--- src/design/bilinear_subdivision_weights_defines.svh ---
// Assertion macros used by the queue design file.
`ifndef BILINEAR_SUBDIVISION_WEIGHTS_DEFINES_SVH
`define BILINEAR_SUBDIVISION_WEIGHTS_DEFINES_SVH

// The consequent must hold in the same cycle as the antecedent.
`define BSW_ASSERT_IMP(lbl, clk, rst_n, ante, cons, msg) \
    lbl: assert property (@(posedge clk) disable iff (!rst_n) (ante) |-> (cons)) \
        else $error(msg);

// The consequent must hold in the cycle after the antecedent.
`define BSW_ASSERT_NEXT(lbl, clk, rst_n, ante, cons, msg) \
    lbl: assert property (@(posedge clk) disable iff (!rst_n) (ante) |=> (cons)) \
        else $error(msg);

`endif

--- src/design/bsw_pkg.sv ---
package bsw_pkg;

    localparam int DIV_W      = 4;
    localparam int COORD_W    = 17;
    localparam int WEIGHT_W   = 18;
    localparam int APB_DATA_W = 32;
    localparam int APB_ADDR_W = 3;

    localparam logic [COORD_W-1:0] COORD_ONE   = 17'h10000;
    localparam logic [DIV_W-1:0]   DIV_RESET   = 4'd1;
    localparam logic [DIV_W-1:0]   DIV_MIN     = 4'd1;
    localparam logic               REG_DIVISIONS = 1'b0;

    typedef struct packed {
        logic full;
        logic empty;
    } bsw_q_status_t;

endpackage

--- src/design/bsw_front.sv ---
module bsw_front
    import bsw_pkg::*;
#(
    parameter int MAX_DIVISIONS = 8
)
(
    input  logic                       in_valid,
    output logic                       in_stall,
    input  logic [COORD_W-1:0]         px,
    input  logic [COORD_W-1:0]         py,
    input  logic [DIV_W-1:0]           n_eff,
    input  bsw_q_status_t              q_status,
    output logic                       push,
    output logic [MAX_DIVISIONS:0]     ax,
    output logic [MAX_DIVISIONS:0]     ay,
    output logic [DIV_W-1:0]           n_out
);

    localparam int CW = MAX_DIVISIONS + 1;
    localparam int SW = COORD_W + MAX_DIVISIONS + 1;

    function automatic logic [CW-1:0] centre(input logic [COORD_W-1:0] coord,
                                             input logic [DIV_W-1:0] n);
        logic [COORD_W-1:0]    c;
        logic [SW-1:0]         s;
        logic [SW-17:0]        k;
        logic [SW-17:0]        km1;
        c = (coord > COORD_ONE) ? COORD_ONE : coord;
        s = (SW'(c) << n) + SW'(17'h0FFFF);
        k = s[SW-1:16];
        km1 = (k != '0) ? (k - (SW-16)'(1)) : k;
        return {km1[MAX_DIVISIONS-1:0], 1'b1};
    endfunction

    assign in_stall = q_status.full;
    assign push     = in_valid && !q_status.full;
    assign ax       = centre(px, n_eff);
    assign ay       = centre(py, n_eff);
    assign n_out    = n_eff;

endmodule

--- src/design/bsw_queue.sv ---
`include "bilinear_subdivision_weights_defines.svh"

module bsw_queue
    import bsw_pkg::*;
#(
    parameter int WIDTH = 22,
    parameter int DEPTH = 4
)
(
    input  logic             clk,
    input  logic             rst_n,
    input  logic             push,
    input  logic [WIDTH-1:0] wdata,
    input  logic             pop,
    output logic [WIDTH-1:0] rdata,
    output bsw_q_status_t    status
);

    localparam int PTR_W = (DEPTH > 1) ? $clog2(DEPTH) : 1;
    localparam int CNT_W = $clog2(DEPTH + 1);

    logic [WIDTH-1:0] mem_reg [DEPTH];
    logic [PTR_W-1:0] wr_ptr_reg, wr_ptr_next;
    logic [PTR_W-1:0] rd_ptr_reg, rd_ptr_next;
    logic [CNT_W-1:0] count_reg, count_next;

    always_comb
    begin
        wr_ptr_next = wr_ptr_reg;
        rd_ptr_next = rd_ptr_reg;
        count_next  = count_reg;
        if (push)
        begin
            wr_ptr_next = (wr_ptr_reg == PTR_W'(DEPTH - 1)) ? '0 : wr_ptr_reg + PTR_W'(1);
        end
        if (pop)
        begin
            rd_ptr_next = (rd_ptr_reg == PTR_W'(DEPTH - 1)) ? '0 : rd_ptr_reg + PTR_W'(1);
        end
        if (push && !pop)
        begin
            count_next = count_reg + CNT_W'(1);
        end
        else if (pop && !push)
        begin
            count_next = count_reg - CNT_W'(1);
        end
    end

    always_ff @(posedge clk or negedge rst_n)
    begin
        if (!rst_n)
        begin
            wr_ptr_reg <= '0;
            rd_ptr_reg <= '0;
            count_reg  <= '0;
        end
        else
        begin
            wr_ptr_reg <= wr_ptr_next;
            rd_ptr_reg <= rd_ptr_next;
            count_reg  <= count_next;
        end
    end

    always_ff @(posedge clk)
    begin
        if (push)
        begin
            mem_reg[wr_ptr_reg] <= wdata;
        end
    end

    assign rdata        = mem_reg[rd_ptr_reg];
    assign status.full  = (count_reg == CNT_W'(DEPTH));
    assign status.empty = (count_reg == '0);

    `BSW_ASSERT_IMP(a_no_overflow, clk, rst_n, push, !status.full, "Push into a full queue.")
    `BSW_ASSERT_IMP(a_no_underflow, clk, rst_n, pop, !status.empty, "Pop from an empty queue.")
    `BSW_ASSERT_NEXT(a_count_up, clk, rst_n, push && !pop, count_reg == $past(count_reg) + CNT_W'(1), "Count did not rise.")
    `BSW_ASSERT_NEXT(a_count_down, clk, rst_n, pop && !push, count_reg == $past(count_reg) - CNT_W'(1), "Count did not fall.")

endmodule

--- src/design/bsw_back.sv ---
module bsw_back
    import bsw_pkg::*;
#(
    parameter int MAX_DIVISIONS = 8
)
(
    input  logic                    clk,
    input  logic                    rst_n,
    input  bsw_q_status_t           q_status,
    input  logic [MAX_DIVISIONS:0]  ax,
    input  logic [MAX_DIVISIONS:0]  ay,
    input  logic [DIV_W-1:0]        n,
    output logic                    pop,
    output logic                    out_valid,
    input  logic                    out_stall,
    output logic [WEIGHT_W-1:0]     w_top_left,
    output logic [WEIGHT_W-1:0]     w_top_right,
    output logic [WEIGHT_W-1:0]     w_bottom_left,
    output logic [WEIGHT_W-1:0]     w_bottom_right
);

    localparam int CW  = MAX_DIVISIONS + 1;
    localparam int PW  = 2 * CW;
    localparam int FBW = $clog2(2 * MAX_DIVISIONS + 3);
    localparam int XW  = PW + WEIGHT_W;

    logic          a_valid_reg, a_valid_next;
    logic          out_valid_reg, out_valid_next;
    logic          adv_a, adv_b;
    logic [CW:0]   full;
    logic [CW-1:0] bx, by;
    logic [PW-1:0] p_tl_reg, p_tr_reg, p_bl_reg, p_br_reg;
    logic [FBW-1:0] fbits_reg;
    logic [WEIGHT_W-1:0] w_tl_reg, w_tr_reg, w_bl_reg, w_br_reg;

    function automatic logic [WEIGHT_W-1:0] to_q18(input logic [PW-1:0] prod,
                                                   input logic [FBW-1:0] fbits);
        logic [XW-1:0] x;
        x = {prod, {WEIGHT_W{1'b0}}} >> fbits;
        return x[WEIGHT_W-1:0];
    endfunction

    assign adv_b = !out_valid_reg || !out_stall;
    assign adv_a = !a_valid_reg || adv_b;
    assign pop   = !q_status.empty && adv_a;

    assign full = (CW + 1)'(1) << ((DIV_W + 1)'(n) + (DIV_W + 1)'(1));
    assign bx   = CW'(full - (CW + 1)'(ax));
    assign by   = CW'(full - (CW + 1)'(ay));

    always_comb
    begin
        a_valid_next   = adv_a ? pop : a_valid_reg;
        out_valid_next = adv_b ? a_valid_reg : out_valid_reg;
    end

    always_ff @(posedge clk or negedge rst_n)
    begin
        if (!rst_n)
        begin
            a_valid_reg   <= 1'b0;
            out_valid_reg <= 1'b0;
        end
        else
        begin
            a_valid_reg   <= a_valid_next;
            out_valid_reg <= out_valid_next;
        end
    end

    always_ff @(posedge clk)
    begin
        if (pop)
        begin
            p_tl_reg  <= PW'(bx) * PW'(ay);
            p_tr_reg  <= PW'(ax) * PW'(ay);
            p_bl_reg  <= PW'(bx) * PW'(by);
            p_br_reg  <= PW'(ax) * PW'(by);
            fbits_reg <= FBW'({n, 1'b0}) + FBW'(2);
        end
        if (adv_b && a_valid_reg)
        begin
            w_tl_reg <= to_q18(p_tl_reg, fbits_reg);
            w_tr_reg <= to_q18(p_tr_reg, fbits_reg);
            w_bl_reg <= to_q18(p_bl_reg, fbits_reg);
            w_br_reg <= to_q18(p_br_reg, fbits_reg);
        end
    end

    assign out_valid      = out_valid_reg;
    assign w_top_left     = w_tl_reg;
    assign w_top_right    = w_tr_reg;
    assign w_bottom_left  = w_bl_reg;
    assign w_bottom_right = w_br_reg;

endmodule

--- src/design/bilinear_subdivision_weights.sv ---
// Bilinear subdivision weights: each transfer of a point (px, py) in Q1.16 gives one transfer
// of four Q0.18 corner weights, evaluated at the centre of the sub-cell that holds the point
// after "divisions" halvings (register at address 0, reset value 1, zero acts as one, values
// above MAX_DIVISIONS saturate). A new point is taken every cycle while in_stall is low. The
// front computes the cell centres as the point enters a four-entry queue; the back pops it
// into a register of four products and then scales them into the output register. in_stall
// rises only when the queue is full.
module bilinear_subdivision_weights
    import bsw_pkg::*;
#(
    parameter int MAX_DIVISIONS = 8
)
(
    input  logic                  clk,
    input  logic                  rst_n,
    input  logic                  psel,
    input  logic                  penable,
    input  logic                  pwrite,
    input  logic [APB_ADDR_W-1:0] paddr,
    input  logic [APB_DATA_W-1:0] pwdata,
    output logic [APB_DATA_W-1:0] prdata,
    output logic                  pready,
    input  logic                  in_valid,
    output logic                  in_stall,
    input  logic [COORD_W-1:0]    px,
    input  logic [COORD_W-1:0]    py,
    output logic                  out_valid,
    input  logic                  out_stall,
    output logic [WEIGHT_W-1:0]   w_top_left,
    output logic [WEIGHT_W-1:0]   w_top_right,
    output logic [WEIGHT_W-1:0]   w_bottom_left,
    output logic [WEIGHT_W-1:0]   w_bottom_right
);

    localparam int CW  = MAX_DIVISIONS + 1;
    localparam int QW  = 2 * CW + DIV_W;
    localparam int QDEPTH = 4;

    logic [DIV_W-1:0] divisions_reg, divisions_next;
    logic [DIV_W-1:0] n_eff;
    logic             push, pop;
    bsw_q_status_t    q_status;
    logic [CW-1:0]    f_ax, f_ay, b_ax, b_ay;
    logic [DIV_W-1:0] f_n, b_n;
    logic [QW-1:0]    q_rdata;

    always_comb
    begin
        divisions_next = divisions_reg;
        if (psel && penable && pwrite && pready && (paddr[2] == REG_DIVISIONS))
        begin
            divisions_next = pwdata[DIV_W-1:0];
        end
    end

    always_ff @(posedge clk or negedge rst_n)
    begin
        if (!rst_n)
        begin
            divisions_reg <= DIV_RESET;
        end
        else
        begin
            divisions_reg <= divisions_next;
        end
    end

    assign pready = 1'b1;
    assign prdata = (paddr[2] == REG_DIVISIONS) ? APB_DATA_W'(divisions_reg) : '0;

    always_comb
    begin
        if (divisions_reg < DIV_MIN)
        begin
            n_eff = DIV_MIN;
        end
        else if (divisions_reg > DIV_W'(MAX_DIVISIONS))
        begin
            n_eff = DIV_W'(MAX_DIVISIONS);
        end
        else
        begin
            n_eff = divisions_reg;
        end
    end

    bsw_front #(
        .MAX_DIVISIONS (MAX_DIVISIONS)
    ) u_front (
        .in_valid (in_valid),
        .in_stall (in_stall),
        .px       (px),
        .py       (py),
        .n_eff    (n_eff),
        .q_status (q_status),
        .push     (push),
        .ax       (f_ax),
        .ay       (f_ay),
        .n_out    (f_n)
    );

    bsw_queue #(
        .WIDTH (QW),
        .DEPTH (QDEPTH)
    ) u_queue (
        .clk    (clk),
        .rst_n  (rst_n),
        .push   (push),
        .wdata  ({f_ax, f_ay, f_n}),
        .pop    (pop),
        .rdata  (q_rdata),
        .status (q_status)
    );

    assign b_ax = q_rdata[QW-1 -: CW];
    assign b_ay = q_rdata[DIV_W + CW - 1 -: CW];
    assign b_n  = q_rdata[DIV_W-1:0];

    bsw_back #(
        .MAX_DIVISIONS (MAX_DIVISIONS)
    ) u_back (
        .clk            (clk),
        .rst_n          (rst_n),
        .q_status       (q_status),
        .ax             (b_ax),
        .ay             (b_ay),
        .n              (b_n),
        .pop            (pop),
        .out_valid      (out_valid),
        .out_stall      (out_stall),
        .w_top_left     (w_top_left),
        .w_top_right    (w_top_right),
        .w_bottom_left  (w_bottom_left),
        .w_bottom_right (w_bottom_right)
    );

endmodule

--- config.mk ---
export PLATFORM = sky130hd
export DESIGN_NAME = bilinear_subdivision_weights
export DESIGN_NICKNAME = d
export VERILOG_FILES = /design/src/design/bsw_pkg.sv /design/src/design/bsw_front.sv /design/src/design/bsw_queue.sv /design/src/design/bsw_back.sv /design/src/design/bilinear_subdivision_weights.sv
export VERILOG_INCLUDE_DIRS = /design/src /design/src/design
export SDC_FILE = /design/constraint.sdc
export NUM_CORES = 1
export LEC_CHECK = 0
export BUFFER_PORTS_ARGS = -buffer_cell sky130_fd_sc_hd__buf_2
export CAP_MARGIN = 5
export CORE_MARGIN = 5
export CORE_UTILIZATION = 57
export CTS_BUF_LIST = sky130_fd_sc_hd__clkbuf_4 sky130_fd_sc_hd__clkbuf_8 sky130_fd_sc_hd__clkbuf_16
export DETAILED_ROUTE_END_ITERATION = 8
export PLACE_DENSITY = 0.9
export SLEW_MARGIN = 5
export SYNTH_ARGS = -nofsm -noshare
export SYNTH_HDL_FRONTEND = slang
export SYNTH_SLANG_ARGS = --single-unit
--- constraint.sdc ---
create_clock -name clk -period 7.5 [get_ports clk]
set_input_delay 0.375 -clock clk [delete_from_list [all_inputs] [get_ports clk]]
set_output_delay 0.375 -clock clk [all_outputs]
set_load 0.02 [all_outputs]
==> results of run 1 <==
==> cell usage after synthesis, types with 25 or more instances <==
cell type	instances	area [um^2]
buf_4	32	240
nand2_1	274	1030
inv_1	328	1230
a21oi_1	78	390
edfxtp_1	225	6760
a22o_1	25	219
fa_1	203	4060
nor3_1	30	150
o21ai_0	78	390
xnor2_1	56	490
ha_1	183	2290
clkbuf_1	75	282
nor2_1	240	901
mux2i_1	99	991
nand3_1	40	200
nand2b_1	29	181
a21o_1	26	195
o22ai_1	31	194
mux2_2	44	495
==> cell families after synthesis <==
kind of cell | count (synthesis) | synth area share [%]
AOI/OAI and AO/OA | 403 | 11.9
xor gates and xnor gates | 84 | 3.29
adders and majority gates | 386 | 26.5
buffers and inverters | 491 | 8.48
DFF | 238 | 29.6
muxes | 151 | 6.93
other | 2 | 0.0314
and+or+nand+nor | 717 | 13.3
==> final cells by class <==
class / count / area (um^2) / area share [%]
clock buffers: 32 / 713 / 2.67
clock inverters: 14 / 215 / 0.805
inverters: 348 / 1310 / 4.91
multi-input cells: 1770 / 15300 / 57.2
flip-flops and latches: 238 / 7080 / 26.5
well taps: 539 / 674 / 2.52
repair buffers: 229 / 1460 / 5.45
==> cells in the final DEF (no fill, tap or decap), drive strengths merged, types with 12 or more instances in the layout <==
cell type	netlist	final
nand2b	29	29
a31oi	21	21
a211oi	12	12
o22ai	31	31
xor2	28	28
nor2b	13	13
buf	67	228
or2	13	13
mux2i	99	99
fa	203	203
edfxtp	225	225
ha	183	183
a21o	27	27
o21ai	87	87
clkinv	10	15
dfrtp	12	12
nand2	276	276
nand3	40	40
a22o	25	25
a21oi	80	80
clkbuf	76	32
nor2	250	250
xnor2	56	56
and2	17	17
nor3	32	32
conb	2	29
mux2	45	45
inv	338	341
==> worst reg2reg max path: cells and delay by family, from the launching register on <==
kind                     cells  cell delay, ps
adder cells (fa/ha/maj)      6            2340
buffers and inverters        8             900
AND/OR/NAND/NOR              5             740
flip-flops                   1             450
multiplexers                 1             540
XOR/XNOR                     1             200
AO/OA/AOI/OAI               11            2060
==> layer usage <==
layer  vias up  routed length [um]  track usage [%]
li1       8603                   -                -
met1      9292               23800             32.5
met2      1072               31800             46.4
met3       288                5420             4.81
met4         0                3680             12.7
met5         -                   0                0
==> per-stage QoR <==
step / utilization [%] / hold WS (ps) / TNS (ps)
after floorplan: - / 79.4 / 0
after global placement: 60.5 / 279 / 0
after detailed placement: 60.5 / 293 / -1500
after CTS: 62.9 / 38.5 / -10.1
after global routing: 64.1 / 51.4 / -1200
final: 64.1 / 58.3 / 0
==> worst paths after layout <==
| check | start | to | depth (start not counted) |
|---|---|---|---|
| worst max-delay path | u_queue.rd_ptr_reg[0] | u_back.p_bl_reg[17] | 32 |
| worst min-delay path | pwdata[2] | divisions_reg[2] | 2 |
| worst max register to register | u_queue.rd_ptr_reg[0] | u_back.p_bl_reg[17] | 32 |
| worst min register to register | u_queue.count_reg[2] | u_queue.count_reg[2] | 1 |
| max in group asynchronous | rst_n | divisions_reg[0] | 2 |
| min in group asynchronous | rst_n | u_queue.count_reg[2] | 2 |
==> what timing repair did <==
action	4_1_cts	5_1_grt
resized for setup	13	72
endpoints found under the hold margin	13	0
hold buffers	1	0
setup endpoints to repair	13	20
buffers inserted	3	23
pin swaps	5	48
==> results.cfg, run 1 <==
[outcome]
status = complete, no violations

[global_route]
grt_max_degree = 84
grt_first_pass_wirelength_mm = 102
grt_use_total_pct = 26.8
grt_overflow = 0
antenna_found_initial = 0
grt_pass1_vias = 19600

[critical_path]
r2r_slack_ps = 20
critPathBufInv = 8
cp_top_family = adder cells
cp.required_ps = 7790
worst-path-max-fanout = 10
cp.arrival_ps = 7770
slowest_stage = fa_1
slowest_delay_ps = 560
path_class = reg2reg
end_kind = register
cp-start-kind = register

[clocking]
cts_max_level = 1
clock_sinks = 238
cts_root_buf = clkbuf_16
clk_pin_slew_ps = 60
clk_latency_ps = 550
cts_tree = built
clock_path_buffers = 3
numCtsBuffers = 26

[sta]
fmax_ghz = 0.134
finalClockSkew_ps = 19.9
period_share_pct = 99.8
slew_headroom_pct = 17.9
hold_viol = 0
slew_viol_final = 0
fin_ws_ps = 16.9
layout_min_cycle_time_ps = 7480
setup_violations = 0
tightest_slew_ps = 1230

[synthesis]
syn_inst = 2472
synth-seq-area-share_pct = 29.6
yosysWarnings = 0
syn_area_um2 = 23900
synth-edff-count = 225
synthDistinctLibCells = 102
ys_ff_latch = 238
syn_avg_cell_area_um2 = 9.69
synth_flop_cell = edfxtp_1
ys_async_sr_fraction_pct = 5.46

[floorplan]
coreArea_um2 = 41800
fp-row-count = 75
die_x_um = 215
io_pins = 183
start_util_pct = 57.4
dieArea_um2 = 46200
die_h_um = 215

[routing]
drt_first_pass_iters = 8
drcViolationCount = 0
drtIter0Drc = 1938
viasPerCell = 6.07
totalWireLength_mm = 64.6
ant_nets = 0
wl_per_cell_um = 20.4
vias = 19300

[finish]
antenna_cells = 0
largest_reg_flops = 80
final_area_um2 = 26700
syn2layout_area_growth_pct = 11.7
final_layout_size_suffix_gt1_share_pct = 16.8
nFillCells = 3127
fin_cells = 3170
nNetsFinal = 3075

[job]
cap_violations = 0

[place]
place_inst = 3098
port_buffers = 123
gp_congestion = 0.967
dp_slack_ps = -225
dpl.hpwl_mm = 47.3
placed_area_um2 = 25300

[min_path]
min_path_type = in2reg
Power of run 1 is not shown: default switching activity piles up to over one toggle a cycle in this logic, so the estimate is an artifact.
==> inputs of run 2 (changes only) <==
--- a/config.mk
+++ b/config.mk
@@ -9,10 +9,10 @@
 export BUFFER_PORTS_ARGS = -buffer_cell sky130_fd_sc_hd__buf_2
 export CAP_MARGIN = 5
 export CORE_MARGIN = 5
-export CORE_UTILIZATION = 57
+export CORE_UTILIZATION = 63
 export CTS_BUF_LIST = sky130_fd_sc_hd__clkbuf_4 sky130_fd_sc_hd__clkbuf_8 sky130_fd_sc_hd__clkbuf_16
 export DETAILED_ROUTE_END_ITERATION = 8
-export PLACE_DENSITY = 0.9
+export PLACE_DENSITY = 0.94
 export SLEW_MARGIN = 5
 export SYNTH_ARGS = -nofsm -noshare
 export SYNTH_HDL_FRONTEND = slang
==> constraint.sdc (replaced) <==
create_clock -name clk -period 7.8 [get_ports clk]
set_input_delay 0.39 -clock clk [delete_from_list [all_inputs] [get_ports clk]]
set_output_delay 0.39 -clock clk [all_outputs]
set_load 0.02 [all_outputs]
==> run 2 against run 1 <==
  * Critical endpoint is now u_back.p_tl_reg[17]
  * Die area fell by 9.1%
  * Fmax fell by 0.78%
  * Hold slack improved by 5.5 ps
  * Wire length fell by 5.9%
  * First-iteration DRC count fell by 16%
  * Highest routed layer unchanged
  * Sequential cell count did not move
  * Sequential share of layout area rose by 0.55 points
  * Non-clock buffer count fell by 24
  * Global-route usage rose by 2.2 points
  * Critical path depth fell by 4
==> results.cfg, run 2 (synthesis gave the netlist of run 1 again) <==
[outcome]
status = complete, no violations

[sta]
period_share_pct = 96.7
fin_ws_ps = 258
setup_violations = 0
fmax_ghz = 0.133
slew_viol_final = 0
finalClockSkew_ps = 30.9
slew_headroom_pct = 14.3
hold_viol = 0
worst_hold_slack_ps = 63.8
tightest_slew_ps = 1280
layout_min_cycle_time_ps = 7540

[floorplan]
fp-row-count = 71
dieArea_um2 = 42000
start_util_pct = 63.7
io_pins = 183
coreArea_um2 = 37600
die_h_um = 205
die_x_um = 205

[routing]
totalWireLength_mm = 60.8
viasPerCell = 6.11
vias = 19100
wl_per_cell_um = 19.5
ant_nets = 0
drt_first_pass_iters = 8
drcViolationCount = 0
drtIter0Drc = 1626

[clocking]
cts_tree = built
clock_sinks = 238
cts_max_level = 1
clock_path_buffers = 3
numCtsBuffers = 27
clk_pin_slew_ps = 60
cts_root_buf = clkbuf_16
clk_latency_ps = 570

[global_route]
grt_use_total_pct = 29.0
grt_max_degree = 84
busiest_layer = met2
grtUsageMet3_pct = 5.11
grt.met1_usage_pct = 35.6
use_met2_pct = 50.4
antenna_found_initial = 0
grt_pass1_vias = 19400
grt_first_pass_wirelength_mm = 98.1
grt_overflow = 0

[critical_path]
worst-path-max-fanout = 6
cp-start-kind = register
cp.arrival_ps = 7840
cpMostUsedCell = fa_1
cp_top_family = adder cells
path_class = reg2reg
end_kind = register
cp.required_ps = 8100
r2r_slack_ps = 260
critPathBufInv = 1
slowest_stage = mux4_2
slowest_delay_ps = 580

[place]
gp_congestion = 0.974
dpl.hpwl_mm = 45.6
placed_area_um2 = 25200
dp_slack_ps = -141
port_buffers = 123

[job]
cap_violations = 0

[finish]
final_area_um2 = 26200
syn2layout_area_growth_pct = 9.42
multiInputGateArea_um2 = 15000
largest_reg_flops = 80
ff_latch_area_um2 = 7080
final_common_cell = inv_1
nFillCells = 2686
final_layout_size_suffix_gt1_share_pct = 14.6
antenna_cells = 0
nNetsFinal = 3052
final_cell_mix = 326 x inv_1, 274 x nand2_1, 240 x nor2_1

[min_path]
min_path_type = in2reg
run 2: path summary, 6_finish.rpt:
path                                       start              endpoint  depth (start not counted)
setup / recovery           u_queue.rd_ptr_reg[0]   u_back.p_tl_reg[17]                         28
max in group asynchronous                  rst_n      divisions_reg[0]                          2
min in group asynchronous                  rst_n    u_back.a_valid_reg                          2
setup reg to reg           u_queue.rd_ptr_reg[0]   u_back.p_tl_reg[17]                         28
hold / removal                         pwdata[2]      divisions_reg[2]                          2
hold reg to reg             u_queue.count_reg[2]  u_queue.count_reg[2]                          1
run 2: per-stage QoR:
step | instances | util, % | TNS (ps)
2_1_floorplan | 2499 | - | 0
3_3_place_gp | 3068 | 67.0 | 0
3_5_place_dp | 3068 | 67.0 | -570
4_1_cts | 3119 | 69.5 | 0
5_1_grt | 3122 | 69.7 | -31.4
6_report | 3122 | 69.7 | 0
run 2: layer usage:
metal / share of wire [%] / vias to the layer above
met3: 9.3 / 236
met4: 5.1 / 0
met2: 48 / 1164
met1: 37 / 9104
met5: 0 / -
li1: - / 8558
run 2: area by class of cell:
class | instances | share of cell area (%)
Inverter | 348 | 4.99
Clock inverter | 21 | 0.740
Sequential cell | 238 | 27.0
Clock buffer | 29 | 2.66
Tap cell | 511 | 2.44
Multi-Input combinational cell | 1770 | 57.4
Timing Repair Buffer | 205 | 4.72
run 2: what timing repair did:
action / 4_1_cts / 5_1_grt
endpoints found under the setup margin: 9 / 15
buffers inserted: 0 / 3
hold buffers: 1 / 0
resized for setup: 2 / 23
pin swaps: 0 / 3
endpoints found under the hold margin: 13 / 0
Power of run 2 is left out for the same reason.
